--- src/hw/rtl/convex_hull_2d_core_defines.svh ---
// ----------------------------------------------------------------------------
// convex hull core assertion macros
// shared concurrent assertion forms, clocked on i_clk, off during reset
// ----------------------------------------------------------------------------
`ifndef CONVEX_HULL_2D_CORE_DEFINES_SVH
`define CONVEX_HULL_2D_CORE_DEFINES_SVH

// property holds at every edge outside reset
`define CH_ASSERT(lbl, prop, msg) \
    lbl: assert property (@(posedge i_clk) disable iff (!i_rst_n) (prop)) else $error(msg);

// consequent holds in the cycle after the antecedent
`define CH_ASSERT_NEXT(lbl, ante, cons, msg) \
    lbl: assert property (@(posedge i_clk) disable iff (!i_rst_n) (ante) |=> (cons)) \
        else $error(msg);

`endif

--- src/hw/rtl/chull_pkg.sv ---
// ----------------------------------------------------------------------------
// chull_pkg
// shared constants and controller/datapath command and status types
// ----------------------------------------------------------------------------
package chull_pkg;

    localparam int MAX_POINTS_DEF = 32;
    localparam int COORD_BITS_DEF = 16;
    localparam int COUNT_BITS     = 6;
    // command address width, covers the largest store depth
    localparam int CMD_AW         = 8;

    // index memory write data select
    localparam logic [2:0] WS_VAL = 3'd0;
    localparam logic [2:0] WS_T   = 3'd1;
    localparam logic [2:0] WS_P   = 3'd2;
    localparam logic [2:0] WS_VI  = 3'd3;
    localparam logic [2:0] WS_RD  = 3'd4;

    typedef struct packed {
        logic [CMD_AW-1:0]     idx_raddr;
        logic                  idx_we;
        logic [CMD_AW-1:0]     idx_waddr;
        logic [2:0]            idx_wsel;
        logic [CMD_AW-1:0]     idx_wval;
        logic                  crd_we;
        logic [CMD_AW-1:0]     crd_waddr;
        logic                  ld_t;
        logic                  ld_p;
        logic                  ld_vi;
        logic                  ld_tc;
        logic                  ld_ic;
        logic                  ld_jc;
        logic                  ld_kc;
        logic                  ld_diff;
        logic                  ld_prod;
        logic                  ld_out;
        logic                  rev;
        logic [COUNT_BITS-1:0] out_count;
        logic                  out_final;
        logic                  out_ovf;
    } t_cmd;

    typedef struct packed {
        logic lt;
        logic right;
    } t_sts;

endpackage

--- src/hw/rtl/chull_pt_if.sv ---
// ----------------------------------------------------------------------------
// chull_pt_if
// point input channel: valid/ready with coordinates and last flag
// ----------------------------------------------------------------------------
interface chull_pt_if #(
    parameter int COORD_BITS = 16
);
    logic                         valid;
    logic                         ready;
    logic signed [COORD_BITS-1:0] x;
    logic signed [COORD_BITS-1:0] y;
    logic                         last;

    modport source (output valid, output x, output y, output last, input ready);
    modport sink   (input valid, input x, input y, input last, output ready);
endinterface

--- src/hw/rtl/chull_hull_if.sv ---
// ----------------------------------------------------------------------------
// chull_hull_if
// hull vertex output channel: valid/ready with vertex and run info
// ----------------------------------------------------------------------------
interface chull_hull_if #(
    parameter int COORD_BITS = 16
);
    import chull_pkg::*;
    logic                         valid;
    logic                         ready;
    logic signed [COORD_BITS-1:0] hull_x;
    logic signed [COORD_BITS-1:0] hull_y;
    logic [COUNT_BITS-1:0]        hull_count;
    logic                         final_vertex;
    logic                         overflow;

    modport source (output valid, output hull_x, output hull_y, output hull_count,
                    output final_vertex, output overflow, input ready);
    modport sink   (input valid, input hull_x, input hull_y, input hull_count,
                    input final_vertex, input overflow, output ready);
endinterface

--- src/hw/rtl/convex_hull_2d_core.sv ---
// load: n points load one beat per cycle; after the last beat the insertion sort runs over
//   each element with its shifts, then the chain build runs step by step with its pops
// a new point set is not accepted until the last hull vertex of the set before is taken
// output: one hull vertex beat at a time, each held until ready
// reset: synchronous active low clears control and point count; memories keep contents
// ----------------------------------------------------------------------------
// convex_hull_2d_core
// planar convex hull by monotone chain over a stored point set
// ----------------------------------------------------------------------------
module convex_hull_2d_core #(
    parameter int MAX_POINTS = chull_pkg::MAX_POINTS_DEF,
    parameter int COORD_BITS = chull_pkg::COORD_BITS_DEF
) (
    input  logic         i_clk,
    input  logic         i_rst_n,
    chull_pt_if.sink     i_pt,
    chull_hull_if.source o_hull
);
    import chull_pkg::*;

    // command and status between sequencer and datapath
    t_cmd cmd;
    t_sts sts;

    // sequencer: point count, loop indexes and the handshakes
    chull_ctrl #(
        .MAX_POINTS(MAX_POINTS)
    ) u_ctrl (
        .i_clk      (i_clk),
        .i_rst_n    (i_rst_n),
        .i_in_valid (i_pt.valid),
        .i_in_last  (i_pt.last),
        .o_in_ready (i_pt.ready),
        .o_out_valid(o_hull.valid),
        .i_out_ready(o_hull.ready),
        .o_cmd      (cmd),
        .i_sts      (sts)
    );

    // datapath: point store, index permutation, compare and cross product
    chull_datapath #(
        .MAX_POINTS(MAX_POINTS),
        .COORD_BITS(COORD_BITS)
    ) u_dp (
        .i_clk         (i_clk),
        .i_x           (i_pt.x),
        .i_y           (i_pt.y),
        .i_cmd         (cmd),
        .o_sts         (sts),
        .o_hull_x      (o_hull.hull_x),
        .o_hull_y      (o_hull.hull_y),
        .o_hull_count  (o_hull.hull_count),
        .o_final_vertex(o_hull.final_vertex),
        .o_overflow    (o_hull.overflow)
    );
endmodule

--- src/hw/rtl/chull_datapath.sv ---
// ----------------------------------------------------------------------------
// chull_datapath
// point and index memories, sort compare, cross product and output register
// ----------------------------------------------------------------------------
module chull_datapath #(
    parameter int MAX_POINTS = 32,
    parameter int COORD_BITS = 16
) (
    input  logic                             i_clk,
    input  logic signed [COORD_BITS-1:0]     i_x,
    input  logic signed [COORD_BITS-1:0]     i_y,
    input  chull_pkg::t_cmd                  i_cmd,
    output chull_pkg::t_sts                  o_sts,
    output logic signed [COORD_BITS-1:0]     o_hull_x,
    output logic signed [COORD_BITS-1:0]     o_hull_y,
    output logic [chull_pkg::COUNT_BITS-1:0] o_hull_count,
    output logic                             o_final_vertex,
    output logic                             o_overflow
);
    import chull_pkg::*;

    localparam int AW = $clog2(MAX_POINTS + 1);
    localparam int IW = $clog2(MAX_POINTS);
    localparam int DW = COORD_BITS + 1;
    localparam int PW = 2 * DW;

    logic [IW-1:0]                r_idx_mem [0:MAX_POINTS];
    logic signed [COORD_BITS-1:0] r_xm [0:MAX_POINTS-1];
    logic signed [COORD_BITS-1:0] r_ym [0:MAX_POINTS-1];

    logic [IW-1:0]                r_idx_rd, r_t, r_p, r_vi;
    logic signed [COORD_BITS-1:0] r_cx, r_cy, r_tx, r_ty, r_ix, r_iy;
    logic signed [COORD_BITS-1:0] r_jx, r_jy, r_kx, r_ky;
    logic signed [DW-1:0]         r_a, r_b, r_c, r_d;
    logic signed [PW-1:0]         r_ad, r_bc;
    logic [IW-1:0]                n_wdata;

    always_comb begin
        case (i_cmd.idx_wsel)
            WS_VAL:  n_wdata = i_cmd.idx_wval[IW-1:0];
            WS_T:    n_wdata = r_t;
            WS_P:    n_wdata = r_p;
            WS_VI:   n_wdata = r_vi;
            WS_RD:   n_wdata = r_idx_rd;
            default: n_wdata = r_idx_rd;
        endcase
    end

    // index memory, one write and one registered read a cycle
    always_ff @(posedge i_clk) begin
        if (i_cmd.idx_we) begin
            r_idx_mem[i_cmd.idx_waddr[AW-1:0]] <= n_wdata;
        end
        r_idx_rd <= r_idx_mem[i_cmd.idx_raddr[AW-1:0]];
    end

    // point memory, read address follows the index read data
    always_ff @(posedge i_clk) begin
        if (i_cmd.crd_we) begin
            r_xm[i_cmd.crd_waddr[IW-1:0]] <= i_x;
            r_ym[i_cmd.crd_waddr[IW-1:0]] <= i_y;
        end
        r_cx <= r_xm[r_idx_rd];
        r_cy <= r_ym[r_idx_rd];
    end

    always_ff @(posedge i_clk) begin
        if (i_cmd.ld_t)  r_t  <= r_idx_rd;
        if (i_cmd.ld_p)  r_p  <= r_idx_rd;
        if (i_cmd.ld_vi) r_vi <= r_idx_rd;
        if (i_cmd.ld_tc) begin
            r_tx <= r_cx;
            r_ty <= r_cy;
        end
        if (i_cmd.ld_ic) begin
            r_ix <= r_cx;
            r_iy <= r_cy;
        end
        if (i_cmd.ld_jc) begin
            r_jx <= r_cx;
            r_jy <= r_cy;
        end
        if (i_cmd.ld_kc) begin
            r_kx <= r_cx;
            r_ky <= r_cy;
        end
        if (i_cmd.ld_diff) begin
            r_a <= DW'(r_ix) - DW'(r_jx);
            r_b <= DW'(r_iy) - DW'(r_jy);
            r_c <= DW'(r_kx) - DW'(r_jx);
            r_d <= DW'(r_ky) - DW'(r_jy);
        end
        if (i_cmd.ld_prod) begin
            r_ad <= PW'(r_a) * PW'(r_d);
            r_bc <= PW'(r_b) * PW'(r_c);
        end
        if (i_cmd.ld_out) begin
            o_hull_x       <= r_cx;
            o_hull_y       <= r_cy;
            o_hull_count   <= i_cmd.out_count;
            o_final_vertex <= i_cmd.out_final;
            o_overflow     <= i_cmd.out_ovf;
        end
    end

    // t before p, or p before t on the reversed pass
    always_comb begin
        if (i_cmd.rev) begin
            o_sts.lt = (r_cx < r_tx) || ((r_cx == r_tx) && (r_cy > r_ty));
        end else begin
            o_sts.lt = (r_tx < r_cx) || ((r_tx == r_cx) && (r_ty > r_cy));
        end
        o_sts.right = (r_ad <= r_bc);
    end
endmodule

--- src/hw/rtl/chull_ctrl.sv ---
// ----------------------------------------------------------------------------
// chull_ctrl
// sequencer for load, insertion sort, chain build and vertex output
// ----------------------------------------------------------------------------
module chull_ctrl #(
    parameter int MAX_POINTS = 32
) (
    input  logic            i_clk,
    input  logic            i_rst_n,
    input  logic            i_in_valid,
    input  logic            i_in_last,
    output logic            o_in_ready,
    output logic            o_out_valid,
    input  logic            i_out_ready,
    output chull_pkg::t_cmd o_cmd,
    input  chull_pkg::t_sts i_sts
);
    import chull_pkg::*;
    `include "convex_hull_2d_core_defines.svh"

    localparam int AW = $clog2(MAX_POINTS + 1);
    localparam int LW = AW + 1;
    localparam int HW = LW + COUNT_BITS;

    localparam logic [4:0] S_IDLE = 5'd0;
    localparam logic [4:0] S_CS   = 5'd1;
    localparam logic [4:0] S_SI0  = 5'd2;
    localparam logic [4:0] S_SI1  = 5'd3;
    localparam logic [4:0] S_SI2  = 5'd4;
    localparam logic [4:0] S_SI3  = 5'd5;
    localparam logic [4:0] S_SI4  = 5'd6;
    localparam logic [4:0] S_SI5  = 5'd7;
    localparam logic [4:0] S_HS   = 5'd8;
    localparam logic [4:0] S_H0   = 5'd9;
    localparam logic [4:0] S_H1   = 5'd10;
    localparam logic [4:0] S_H2   = 5'd11;
    localparam logic [4:0] S_H3   = 5'd12;
    localparam logic [4:0] S_H4   = 5'd13;
    localparam logic [4:0] S_H5   = 5'd14;
    localparam logic [4:0] S_H6   = 5'd15;
    localparam logic [4:0] S_H7   = 5'd16;
    localparam logic [4:0] S_H8   = 5'd17;
    localparam logic [4:0] S_H9   = 5'd18;
    localparam logic [4:0] S_H10  = 5'd19;
    localparam logic [4:0] S_H11  = 5'd20;
    localparam logic [4:0] S_CE   = 5'd21;
    localparam logic [4:0] S_C0   = 5'd22;
    localparam logic [4:0] S_C1   = 5'd23;
    localparam logic [4:0] S_O0   = 5'd24;
    localparam logic [4:0] S_O1   = 5'd25;
    localparam logic [4:0] S_O2   = 5'd26;
    localparam logic [4:0] S_O3   = 5'd27;

    logic [4:0]    r_state, n_state;
    logic [AW-1:0] r_cnt, n_cnt;
    logic          r_drop, n_drop, r_rev, n_rev, r_ovalid, n_ovalid;
    logic [LW-1:0] r_i, n_i, r_j, n_j, r_s, n_s, r_b, n_b, r_m, n_m;
    logic [LW-1:0] r_u, n_u, r_h, n_h, r_k, n_k;
    logic [HW-1:0] h_ext;
    logic          in_acc;

    assign o_in_ready  = (r_state == S_IDLE);
    assign o_out_valid = r_ovalid;
    assign in_acc      = i_in_valid && o_in_ready;
    assign h_ext       = HW'(r_h);

    always_comb begin
        n_state  = r_state;
        n_cnt    = r_cnt;
        n_drop   = r_drop;
        n_rev    = r_rev;
        n_ovalid = r_ovalid;
        n_i = r_i; n_j = r_j; n_s = r_s; n_b = r_b; n_m = r_m;
        n_u = r_u; n_h = r_h; n_k = r_k;
        o_cmd           = '0;
        o_cmd.rev       = r_rev;
        o_cmd.out_count = h_ext[COUNT_BITS-1:0];
        o_cmd.out_final = ((r_k + LW'(1)) == r_h);
        o_cmd.out_ovf   = r_drop;
        case (r_state)
            S_IDLE: begin
                // store the point and its identity index
                o_cmd.crd_waddr = CMD_AW'(r_cnt);
                o_cmd.idx_waddr = CMD_AW'(r_cnt);
                o_cmd.idx_wval  = CMD_AW'(r_cnt);
                o_cmd.idx_wsel  = WS_VAL;
                if (in_acc) begin
                    if (LW'(r_cnt) < LW'(MAX_POINTS)) begin
                        o_cmd.crd_we = 1'b1;
                        o_cmd.idx_we = 1'b1;
                        n_cnt        = r_cnt + AW'(1);
                    end else begin
                        n_drop = 1'b1;
                    end
                    if (i_in_last) begin
                        n_b     = '0;
                        n_m     = LW'(n_cnt);
                        n_rev   = 1'b0;
                        n_state = S_CS;
                    end
                end
            end
            S_CS: begin
                n_i     = LW'(1);
                n_state = (r_m > LW'(1)) ? S_SI0 : S_HS;
            end
            S_SI0: begin
                o_cmd.idx_raddr = CMD_AW'(r_b + r_i);
                n_j             = r_i;
                n_state         = S_SI1;
            end
            S_SI1: begin
                o_cmd.ld_t      = 1'b1;
                o_cmd.idx_raddr = CMD_AW'(r_b + r_j - LW'(1));
                n_state         = S_SI2;
            end
            S_SI2: begin
                o_cmd.ld_tc = 1'b1;
                o_cmd.ld_p  = 1'b1;
                n_state     = S_SI3;
            end
            S_SI3: begin
                o_cmd.idx_we    = 1'b1;
                o_cmd.idx_waddr = CMD_AW'(r_b + r_j);
                if (i_sts.lt) begin
                    // shift the earlier entry up one place
                    o_cmd.idx_wsel = WS_P;
                    n_j            = r_j - LW'(1);
                    if (r_j == LW'(1)) begin
                        n_state = S_SI5;
                    end else begin
                        o_cmd.idx_raddr = CMD_AW'(r_b + r_j - LW'(2));
                        n_state         = S_SI4;
                    end
                end else begin
                    o_cmd.idx_wsel = WS_T;
                    n_i            = r_i + LW'(1);
                    n_state        = ((r_i + LW'(1)) < r_m) ? S_SI0 : S_HS;
                end
            end
            S_SI4: begin
                o_cmd.ld_p = 1'b1;
                n_state    = S_SI3;
            end
            S_SI5: begin
                o_cmd.idx_we    = 1'b1;
                o_cmd.idx_waddr = CMD_AW'(r_b + r_j);
                o_cmd.idx_wsel  = WS_T;
                n_i             = r_i + LW'(1);
                n_state         = ((r_i + LW'(1)) < r_m) ? S_SI0 : S_HS;
            end
            S_HS: begin
                n_s     = LW'(1);
                n_i     = LW'(2);
                n_state = (r_m > LW'(2)) ? S_H0 : S_CE;
            end
            S_H0: begin
                o_cmd.idx_raddr = CMD_AW'(r_b + r_i);
                n_state         = S_H1;
            end
            S_H1: begin
                o_cmd.ld_vi = 1'b1;
                n_j         = r_s;
                n_state     = S_H2;
            end
            S_H2: begin
                o_cmd.ld_ic     = 1'b1;
                o_cmd.idx_raddr = CMD_AW'(r_b + r_j);
                n_state         = S_H3;
            end
            S_H3: begin
                o_cmd.idx_raddr = CMD_AW'(r_b + r_j - LW'(1));
                n_state         = S_H4;
            end
            S_H4: begin
                o_cmd.ld_jc = 1'b1;
                n_state     = S_H5;
            end
            S_H5: begin
                o_cmd.ld_kc = 1'b1;
                n_state     = S_H6;
            end
            S_H6: begin
                o_cmd.ld_diff = 1'b1;
                n_state       = S_H7;
            end
            S_H7: begin
                o_cmd.ld_prod = 1'b1;
                n_state       = S_H8;
            end
            S_H8: begin
                // pop while the turn is not strictly left
                if (i_sts.right && (r_j > LW'(1))) begin
                    n_j             = r_j - LW'(1);
                    o_cmd.idx_raddr = CMD_AW'(r_b + r_j - LW'(1));
                    n_state         = S_H3;
                end else begin
                    if (i_sts.right) begin
                        n_j = '0;
                    end
                    n_state = S_H9;
                end
            end
            S_H9: begin
                n_s             = r_j + LW'(1);
                o_cmd.idx_raddr = CMD_AW'(r_b + r_j + LW'(1));
                n_state         = S_H10;
            end
            S_H10: begin
                o_cmd.ld_p      = 1'b1;
                o_cmd.idx_we    = 1'b1;
                o_cmd.idx_waddr = CMD_AW'(r_b + r_s);
                o_cmd.idx_wsel  = WS_VI;
                n_state         = S_H11;
            end
            S_H11: begin
                o_cmd.idx_we    = 1'b1;
                o_cmd.idx_waddr = CMD_AW'(r_b + r_i);
                o_cmd.idx_wsel  = WS_P;
                n_i             = r_i + LW'(1);
                n_state         = ((r_i + LW'(1)) < r_m) ? S_H0 : S_CE;
            end
            S_CE: begin
                if (!r_rev) begin
                    n_u     = r_s;
                    n_state = S_C0;
                end else begin
                    n_h     = r_u + r_s;
                    n_k     = '0;
                    n_state = S_O0;
                end
            end
            S_C0: begin
                o_cmd.idx_raddr = '0;
                n_state         = S_C1;
            end
            S_C1: begin
                // wrap the first sorted point to the end for the upper chain
                o_cmd.idx_we    = 1'b1;
                o_cmd.idx_waddr = CMD_AW'(r_cnt);
                o_cmd.idx_wsel  = WS_RD;
                n_b             = r_u;
                n_m             = LW'(r_cnt) - r_u + LW'(1);
                n_rev           = 1'b1;
                n_state         = S_CS;
            end
            S_O0: begin
                o_cmd.idx_raddr = CMD_AW'(r_k);
                n_state         = S_O1;
            end
            S_O1: begin
                n_state = S_O2;
            end
            S_O2: begin
                o_cmd.ld_out = 1'b1;
                n_ovalid     = 1'b1;
                n_state      = S_O3;
            end
            S_O3: begin
                if (i_out_ready) begin
                    n_ovalid = 1'b0;
                    n_k      = r_k + LW'(1);
                    if ((r_k + LW'(1)) == r_h) begin
                        n_cnt   = '0;
                        n_drop  = 1'b0;
                        n_state = S_IDLE;
                    end else begin
                        n_state = S_O0;
                    end
                end
            end
            default: begin
                n_state = S_IDLE;
            end
        endcase
    end

    always_ff @(posedge i_clk) begin
        if (!i_rst_n) begin
            r_state  <= S_IDLE;
            r_cnt    <= '0;
            r_drop   <= 1'b0;
            r_ovalid <= 1'b0;
            r_rev    <= 1'b0;
        end else begin
            r_state  <= n_state;
            r_cnt    <= n_cnt;
            r_drop   <= n_drop;
            r_ovalid <= n_ovalid;
            r_rev    <= n_rev;
        end
    end

    always_ff @(posedge i_clk) begin
        r_i <= n_i; r_j <= n_j; r_s <= n_s; r_b <= n_b; r_m <= n_m;
        r_u <= n_u; r_h <= n_h; r_k <= n_k;
    end

    `CH_ASSERT(a_cnt_range, LW'(r_cnt) <= LW'(MAX_POINTS), "point count past capacity")
    `CH_ASSERT(a_valid_state, !r_ovalid || (r_state == S_O3), "output beat outside output wait")
    `CH_ASSERT(a_no_load_busy, !(o_in_ready && r_ovalid), "loading while a vertex is pending")
    `CH_ASSERT_NEXT(a_last_starts, in_acc && i_in_last, r_state == S_CS, "last beat did not start")
endmodule
--- src/flat_wrapper.sv ---
// flat-port wrapper written by rule: the top's interface ports become plain ports
module convex_hull_2d_core_flat import chull_pkg::*;
#(
    parameter int MAX_POINTS = chull_pkg::MAX_POINTS_DEF,
    parameter int COORD_BITS = chull_pkg::COORD_BITS_DEF
)
  (i_clk, i_rst_n, i_pt_valid, i_pt_x, i_pt_y, i_pt_last, i_pt_ready, o_hull_valid, o_hull_hull_x, o_hull_hull_y, o_hull_hull_count, o_hull_final_vertex, o_hull_overflow, o_hull_ready);
  chull_pt_if #(.COORD_BITS(COORD_BITS)) i_pt_i ();
  chull_hull_if #(.COORD_BITS(COORD_BITS)) o_hull_i ();
  input  logic i_clk;
  input  logic i_rst_n;
  input wire logic [$bits(i_pt_i.valid)-1:0] i_pt_valid;
  input wire logic [$bits(i_pt_i.x)-1:0] i_pt_x;
  input wire logic [$bits(i_pt_i.y)-1:0] i_pt_y;
  input wire logic [$bits(i_pt_i.last)-1:0] i_pt_last;
  output wire logic [$bits(i_pt_i.ready)-1:0] i_pt_ready;
  output wire logic [$bits(o_hull_i.valid)-1:0] o_hull_valid;
  output wire logic [$bits(o_hull_i.hull_x)-1:0] o_hull_hull_x;
  output wire logic [$bits(o_hull_i.hull_y)-1:0] o_hull_hull_y;
  output wire logic [$bits(o_hull_i.hull_count)-1:0] o_hull_hull_count;
  output wire logic [$bits(o_hull_i.final_vertex)-1:0] o_hull_final_vertex;
  output wire logic [$bits(o_hull_i.overflow)-1:0] o_hull_overflow;
  input wire logic [$bits(o_hull_i.ready)-1:0] o_hull_ready;
  assign i_pt_i.valid = i_pt_valid;
  assign i_pt_i.x = i_pt_x;
  assign i_pt_i.y = i_pt_y;
  assign i_pt_i.last = i_pt_last;
  assign i_pt_ready = i_pt_i.ready;
  assign o_hull_valid = o_hull_i.valid;
  assign o_hull_hull_x = o_hull_i.hull_x;
  assign o_hull_hull_y = o_hull_i.hull_y;
  assign o_hull_hull_count = o_hull_i.hull_count;
  assign o_hull_final_vertex = o_hull_i.final_vertex;
  assign o_hull_overflow = o_hull_i.overflow;
  assign o_hull_i.ready = o_hull_ready;
  convex_hull_2d_core #(.MAX_POINTS(MAX_POINTS), .COORD_BITS(COORD_BITS)) u_core (.i_clk(i_clk), .i_rst_n(i_rst_n), .i_pt(i_pt_i), .o_hull(o_hull_i));
endmodule
--- config.mk ---
export PLATFORM = sky130hd
export DESIGN_NAME = convex_hull_2d_core_flat
export DESIGN_NICKNAME = d
export VERILOG_FILES = /design/src/hw/rtl/chull_pkg.sv /design/src/hw/rtl/chull_pt_if.sv /design/src/hw/rtl/chull_hull_if.sv /design/src/hw/rtl/convex_hull_2d_core.sv /design/src/hw/rtl/chull_datapath.sv /design/src/hw/rtl/chull_ctrl.sv /design/src/flat_wrapper.sv
export VERILOG_INCLUDE_DIRS = /design/src /design/src/hw/rtl
export SDC_FILE = /design/constraint.sdc
export NUM_CORES = 2
export LEC_CHECK = 0
export BUFFER_PORTS_ARGS = -buffer_cell sky130_fd_sc_hd__buf_2
export CORE_AREA = 2 2 388 390
export DETAILED_ROUTE_END_ITERATION = 10
export DIE_AREA = 0 0 390 392
export PLACE_DENSITY = 0.76
export SLEW_MARGIN = 5
export SYNTH_ARGS = -nofsm -noshare
export SYNTH_HDL_FRONTEND = slang
export SYNTH_HIERARCHICAL = 1
export SYNTH_SLANG_ARGS = --single-unit
export TNS_END_PERCENT = 1
--- constraint.sdc ---
create_clock -name i_clk -period 9.55 [get_ports i_clk]
set_input_delay 1.91 -clock i_clk [delete_from_list [all_inputs] [get_ports i_clk]]
set_output_delay 1.91 -clock i_clk [all_outputs]
set_load 0.05 [all_outputs]
Word-level counts from Yosys, hierarchy flattened
Memories as Yosys holds them, arrays and structs flattened. A register that Yosys moved wholly into a read port is not among the register bits.
Index checks and enable logic that the tools add are counted.
Word-level totals
  flip-flop bits (word level): 389
  memory bits (writable): 1189
  output and inout port bits: 42
  memories kept: 3
Memory list
  u_core.u_dp.r_xm: words 32, bits a word 16, read ports 1, clocked after Yosys merged registers in 1, wr ports 1, line chull_datapath.sv:28  | logic signed [COORD_BITS-1:0] r_xm [0:MAX_POINTS-1];
  u_core.u_dp.r_ym: words 32, bits a word 16, read ports 1, clocked after Yosys merged registers in 1, wr ports 1, line chull_datapath.sv:29  | logic signed [COORD_BITS-1:0] r_ym [0:MAX_POINTS-1];
  u_core.u_dp.r_idx_mem: words 33, bits a word 5, read ports 1, clocked after Yosys merged registers in 1, wr ports 1, line chull_datapath.sv:27  | logic [IW-1:0] r_idx_mem [0:MAX_POINTS];
Cells by class
  $add $sub $neg: 18
  multipliers: 2
  order comparisons: 10
  eq/ne operators: 43
  multiplexer cells: 69
  bitwise gates (word level): 1
  reductions and logical operators: 30
Operators by type and width (count)
  one-hot mux 5 bit (27 select lines): 1
  one-hot mux 12 bit (6 select lines): 1
  two-way mux 7 bit: 10
  multiplier 17 x 17 -> 34 bit: 2
  subtractor 16 x 16 -> 17 bit: 4
  == test 5 bit, second input constant: 12
  one-hot mux 7 bit (2 select lines): 4
  one-hot mux 7 bit (4 select lines): 2
  two-way mux 6 bit: 7
  one-hot mux 6 bit (7 select lines): 1
  == test 5 x 4 -> 1 bit, second input constant: 8
  two-way mux 5 bit: 7
  <= comparator 34 bit: 1
  == test 16 bit: 2
  > comparator 16 bit: 2
  < comparator 16 bit: 2
  adder 7 x 1 -> 7 bit, second input constant: 4
  two-way mux 1 bit: 25
  adder 7 x 7 -> 8 bit: 3
  == test 5 x 3 -> 1 bit, second input constant: 4
  one-hot mux 5 bit (4 select lines): 1
  two-way mux 4 bit: 4
  > comparator 7 x 1 -> 1 bit, second input constant: 2
  two-way mux 14 bit: 1
  other kinds (34): 63

Depth between registers and ports, before layout
  depth after elaboration: 8
  depth in mapped cells: 23
  mapped depth without buffers: 22

By module
Netlist, hierarchy kept.
Modules (own cells, without submodules)
  chull_datapath: times used 1, cells an instance 5205, area an instance 82243.9 µm², seq. area each 46024.1 µm²
  chull_ctrl: times used 1, cells an instance 708, area an instance 6267.3 µm², seq. area each 1961.9 µm²

Worst setup path before layout
No wires, ideal clock.
  path kind: register -> register
  from: register u_core.u_dp.r_a[16]
  to: register u_core.u_dp.r_ad[32], data pin
  setup time: 0.158 ns
  arrival time: 6.015 ns
  required time: 9.392 ns
  setup slack: 3.378 ns
  stages on the path, launching flop included: 20
  period minus slack after synthesis: 6.172 ns
  path through: edfxtp_1 > clkbuf_1 > nand2_1 > inv_1 > fa_1 > fa_1 > fa_1 > fa_1 > fa_1 > inv_1 > fa_1 > inv_1 > ha_1 > and3_1 > nand3_1 > or3_1 > o221ai_1 > o41ai_2 > or4b_1 > o211ai_1
On the way
  cells in the longest elaborated chain, start to end: 1
RTL lines
  start, declared: line chull_datapath.sv:34  | logic signed [DW-1:0] r_a, r_b, r_c, r_d;
  start signal, assigned: line chull_datapath.sv:88  | r_a <= DW'(r_ix) - DW'(r_jx);
  multiplier 17 x 17 -> 34 bit: line chull_datapath.sv:94  | r_ad <= PW'(r_a) * PW'(r_d);
  end signal, assigned: line chull_datapath.sv:94
  end, declared: line chull_datapath.sv:35  | logic signed [PW-1:0] r_ad, r_bc;
No other way between the ends.
A chain may end at the register's enable or synchronous reset.

Worst setup path after layout
  from: register u_core.u_dp.r_d[2]
  to: register u_core.u_dp.r_ad[32], data pin
On the way
  cells in the longest elaborated chain, start to end: 1
RTL lines
  start, declared: line chull_datapath.sv:34
  start signal, assigned: line chull_datapath.sv:91  | r_d <= DW'(r_ky) - DW'(r_jy);
  multiplier 17 x 17 -> 34 bit: line chull_datapath.sv:94
No other way between the ends.

==> impl_metrics.ini <==
[outcome]
status = complete, no violations

[hold_path]
holdCritStartpoint = u_core/u_dp/r_idx_mem[32][2]
hold_path_class = reg -> reg
hold_end = u_core/u_dp/r_idx_rd[2]
holdPathStages = 2

[global_route]
grt_first_pass_wirelength_um = 321000
grt_usage_pct = 28.3
antenna_violations_before_repair = 14
largest_net_degree_at_the_start_of_global_routing = 98
vias_in_the_first_global_route = 51800
gr-total-overflow = 0

[timing]
max_slew_headroom_pct = 22.6
setup_viol_count_final = 0
setup_tns_ns = 0
timing.final.crit_share_pct = 72.3
max_clock_freq_mhz = 145
finalClockSkew_ns = 0.0773
final.min_clock_period_ns = 6.91
hold_viol_final = 0
tightestPinTransition_ns = 1.15
drv_slew = 0
unrepaired_setup_endpoints_after_global_routing = false

[yosys]
postSynthAreaPerCell_um2 = 15.0
yosysWarningCount = 6
synthesis.instances = 5854
synth_cell_area_um2 = 88100
postSynthNetCount = 6844

[clock_tree]
clkSlewWorstSetupHoldPaths_ns = 0.06
clock-sinks = 1614
post_cts.repair.setup_buffers = 0
htree_num_levels = 4
post_cts_hold_buffer_count = 0
worstSkewPairLatency_ns = 0.83
clock_tree_from_tritoncts = yes
ctsLongestPathBuffers = 3
ctsResizeCount = 0
cts_root_buf = clkbuf_16
cts-buffers-inserted = 164

[routing]
drtIter0Drc = 5379
vias_per_cell = 6.20
firstDrtPassIters = 7
route.detailed.drc = 0
finalWirelength_um = 211000
ant_nets = 0
num_vias = 49900
wire_per_inst_um = 26.3

[flow_run]
timing.max_cap.violations = 0

[floorplan]
die_width_um = 390
ioPinCount = 79
fp-row-count = 142
die_area_um2 = 153000
initial_core_util_pct = 59.1
die_height_um = 392
design.core.area_um2 = 149000

[worst_setup_path]
worst_path_dominant_cell_family = adder cells
cpMostUsedCell = fa_1
critical_path.n_buffers_inverters = 3
setup.worst_path.class = reg -> reg
crit_path_cell_trace = nand2_1 > inv_1 > fa_1 > fa_1 > fa_1 > fa_1 > fa_1 > inv_1 > fa_1 > inv_1 > ha_1 > and3_1 > nand3_1 > or3_1 > o221ai_1 > o41ai_2 > or4b_1 > o211ai_1
critical_path_arrival_ns = 7.51
cp-end-kind = flip-flop
rr_startpoint = u_core/u_dp/r_d[2]
crit_fanout = 17
worst_path_cell_with_the_longest_stage_delay = fa_1
critical_path.reg2reg.endpoint = u_core/u_dp/r_ad[32]
timing.reg2reg.worst_path_depth = 18
cp_data_required_time_ns = 10.15
crit_path_start_kind = flip-flop
ff2ff_setup_slack_ns = 2.64
delay_of_the_slowest_critical_path_stage_ns = 0.90

[finish]
fin_area_um2 = 96200
final.fill_count = 10100
multi_input_area_um2 = 36400
ff_latch_area_um2 = 48000
count_of_nets_after_finishing = 6944
ratio_of_cells_with_drive_above_1_in_the_final_layout_pct = 14.5
area.growth.synth_to_final_pct = 9.29

[place]
place_congestion = 0.914
port-buffer-count = 78
post_dp_cell_area_um2 = 90700
dp_hpwl_um = 129000

[pwr]
cellPowerDensity_nw_per_um2 = 194
power.ir.vdd_worst_mv = 0.209
static-leakage-power_nw = 36.5
placed cells by master, fill, tap and decap left out, types with 20 or more instances in the layout:
cell type and instances:
a21o_1 54, a21oi_1 125, a22oi_1 20, a31oi_1 22, and2_1 303, and3_1 25, buf_2 78, buf_4 57
clkbuf_1 38, clkbuf_16 165, clkinv_1 28, clkinv_2 22, dfxtp_1 46, edfxtp_1 1563, fa_1 601, ha_1 352
inv_1 814, mux2_2 37, mux4_2 375, nand2_1 373, nand2b_1 32, nand3_1 58, nor2_1 184, nor2_4 34
nor2b_1 42, nor3_1 52, o21a_1 23, o21ai_0 99, xnor2_1 126, xor2_1 41
layer usage:
metal  vias to the layer above  GRT usage, %  wire length [µm]
met5                         -             0               110
met4                        16          9.29              7150
met3                       482          5.29             18000
met2                      2443          48.3            108000
met1                     25900          37.0             78400
li1                      21000             -                 -
worst register-to-register path, stage by stage (launching register included):
cell and delay [ns]:
edfxtp_1 0.81, nand2_1 0.22, inv_1 0.18, fa_1 0.55, fa_1 0.90, fa_1 0.53
fa_1 0.51, fa_1 0.49, inv_1 0.05, fa_1 0.47, inv_1 0.04, ha_1 0.33
and3_1 0.24, nand3_1 0.12, or3_1 0.12, o221ai_1 0.20, o41ai_2 0.40, or4b_1 0.48
o211ai_1 0.11
state kept, by name (all words and copies together), names as in the netlist, 17 cells and up:
signal / flops
u_core/u_dp/r_ad: 34
u_core/u_dp/r_a: 17
u_core/u_dp/r_d: 17
u_core/u_dp/r_b: 17
u_core/u_dp/r_xm: 512
u_core/u_dp/r_idx_mem: 165
u_core/u_dp/r_bc: 34
u_core/u_dp/r_c: 17
u_core/u_dp/r_ym: 512
power by group:
group	leakage [nW]	internal, mW	switching (mW)
Sequential	14.5	8.06	0.449
Clock	2.67	3.75	2.80
Combinational	19.3	1.83	1.76
area by class of cell:
| cell class | instances | share of cell area (%) |
|---|---|---|
| Clock buffer | 211 | 4.55 |
| Antenna cell | 4 | 0.0104 |
| Multi-Input combinational cell | 3220 | 37.8 |
| Timing Repair Buffer | 137 | 0.892 |
| Inverter | 817 | 3.19 |
| Tap cell | 1944 | 2.53 |
| Sequential cell | 1614 | 49.8 |
| Clock inverter | 91 | 1.19 |
through the flow:
step,hold WS (ns),worst slack (ns),power (mW),utilization (%),std cells
6_report,0.459,2.64,18.6,64.6,8038
5_1_grt,0.481,2.35,19.2,64.6,8034
4_1_cts,0.456,2.74,18.7,64.6,8034
3_5_place_dp,0.443,2.75,12.1,60.9,7732
3_3_place_gp,0.428,2.87,12.1,60.9,7732
2_1_floorplan,0.418,3.38,11.1,-,5854
how the worst max path moves through the flow:
stage | from | slack (ns) | to | cells after the start
floorplan | u_core/u_dp/r_a[16] | 3.38 | u_core/u_dp/r_ad[32] | 19
global placement | u_core/u_dp/r_a[7] | 2.87 | u_core/u_dp/r_ad[32] | 20
detailed placement | u_core/u_dp/r_d[2] | 2.75 | u_core/u_dp/r_ad[32] | 18
CTS | u_core/u_dp/r_d[2] | 2.74 | u_core/u_dp/r_ad[32] | 18
global route | u_core/u_dp/r_d[2] | 2.35 | u_core/u_dp/r_ad[32] | 18
finish | u_core/u_dp/r_d[2] | 2.64 | u_core/u_dp/r_ad[32] | 18
(Power assumes the default switching activity.)
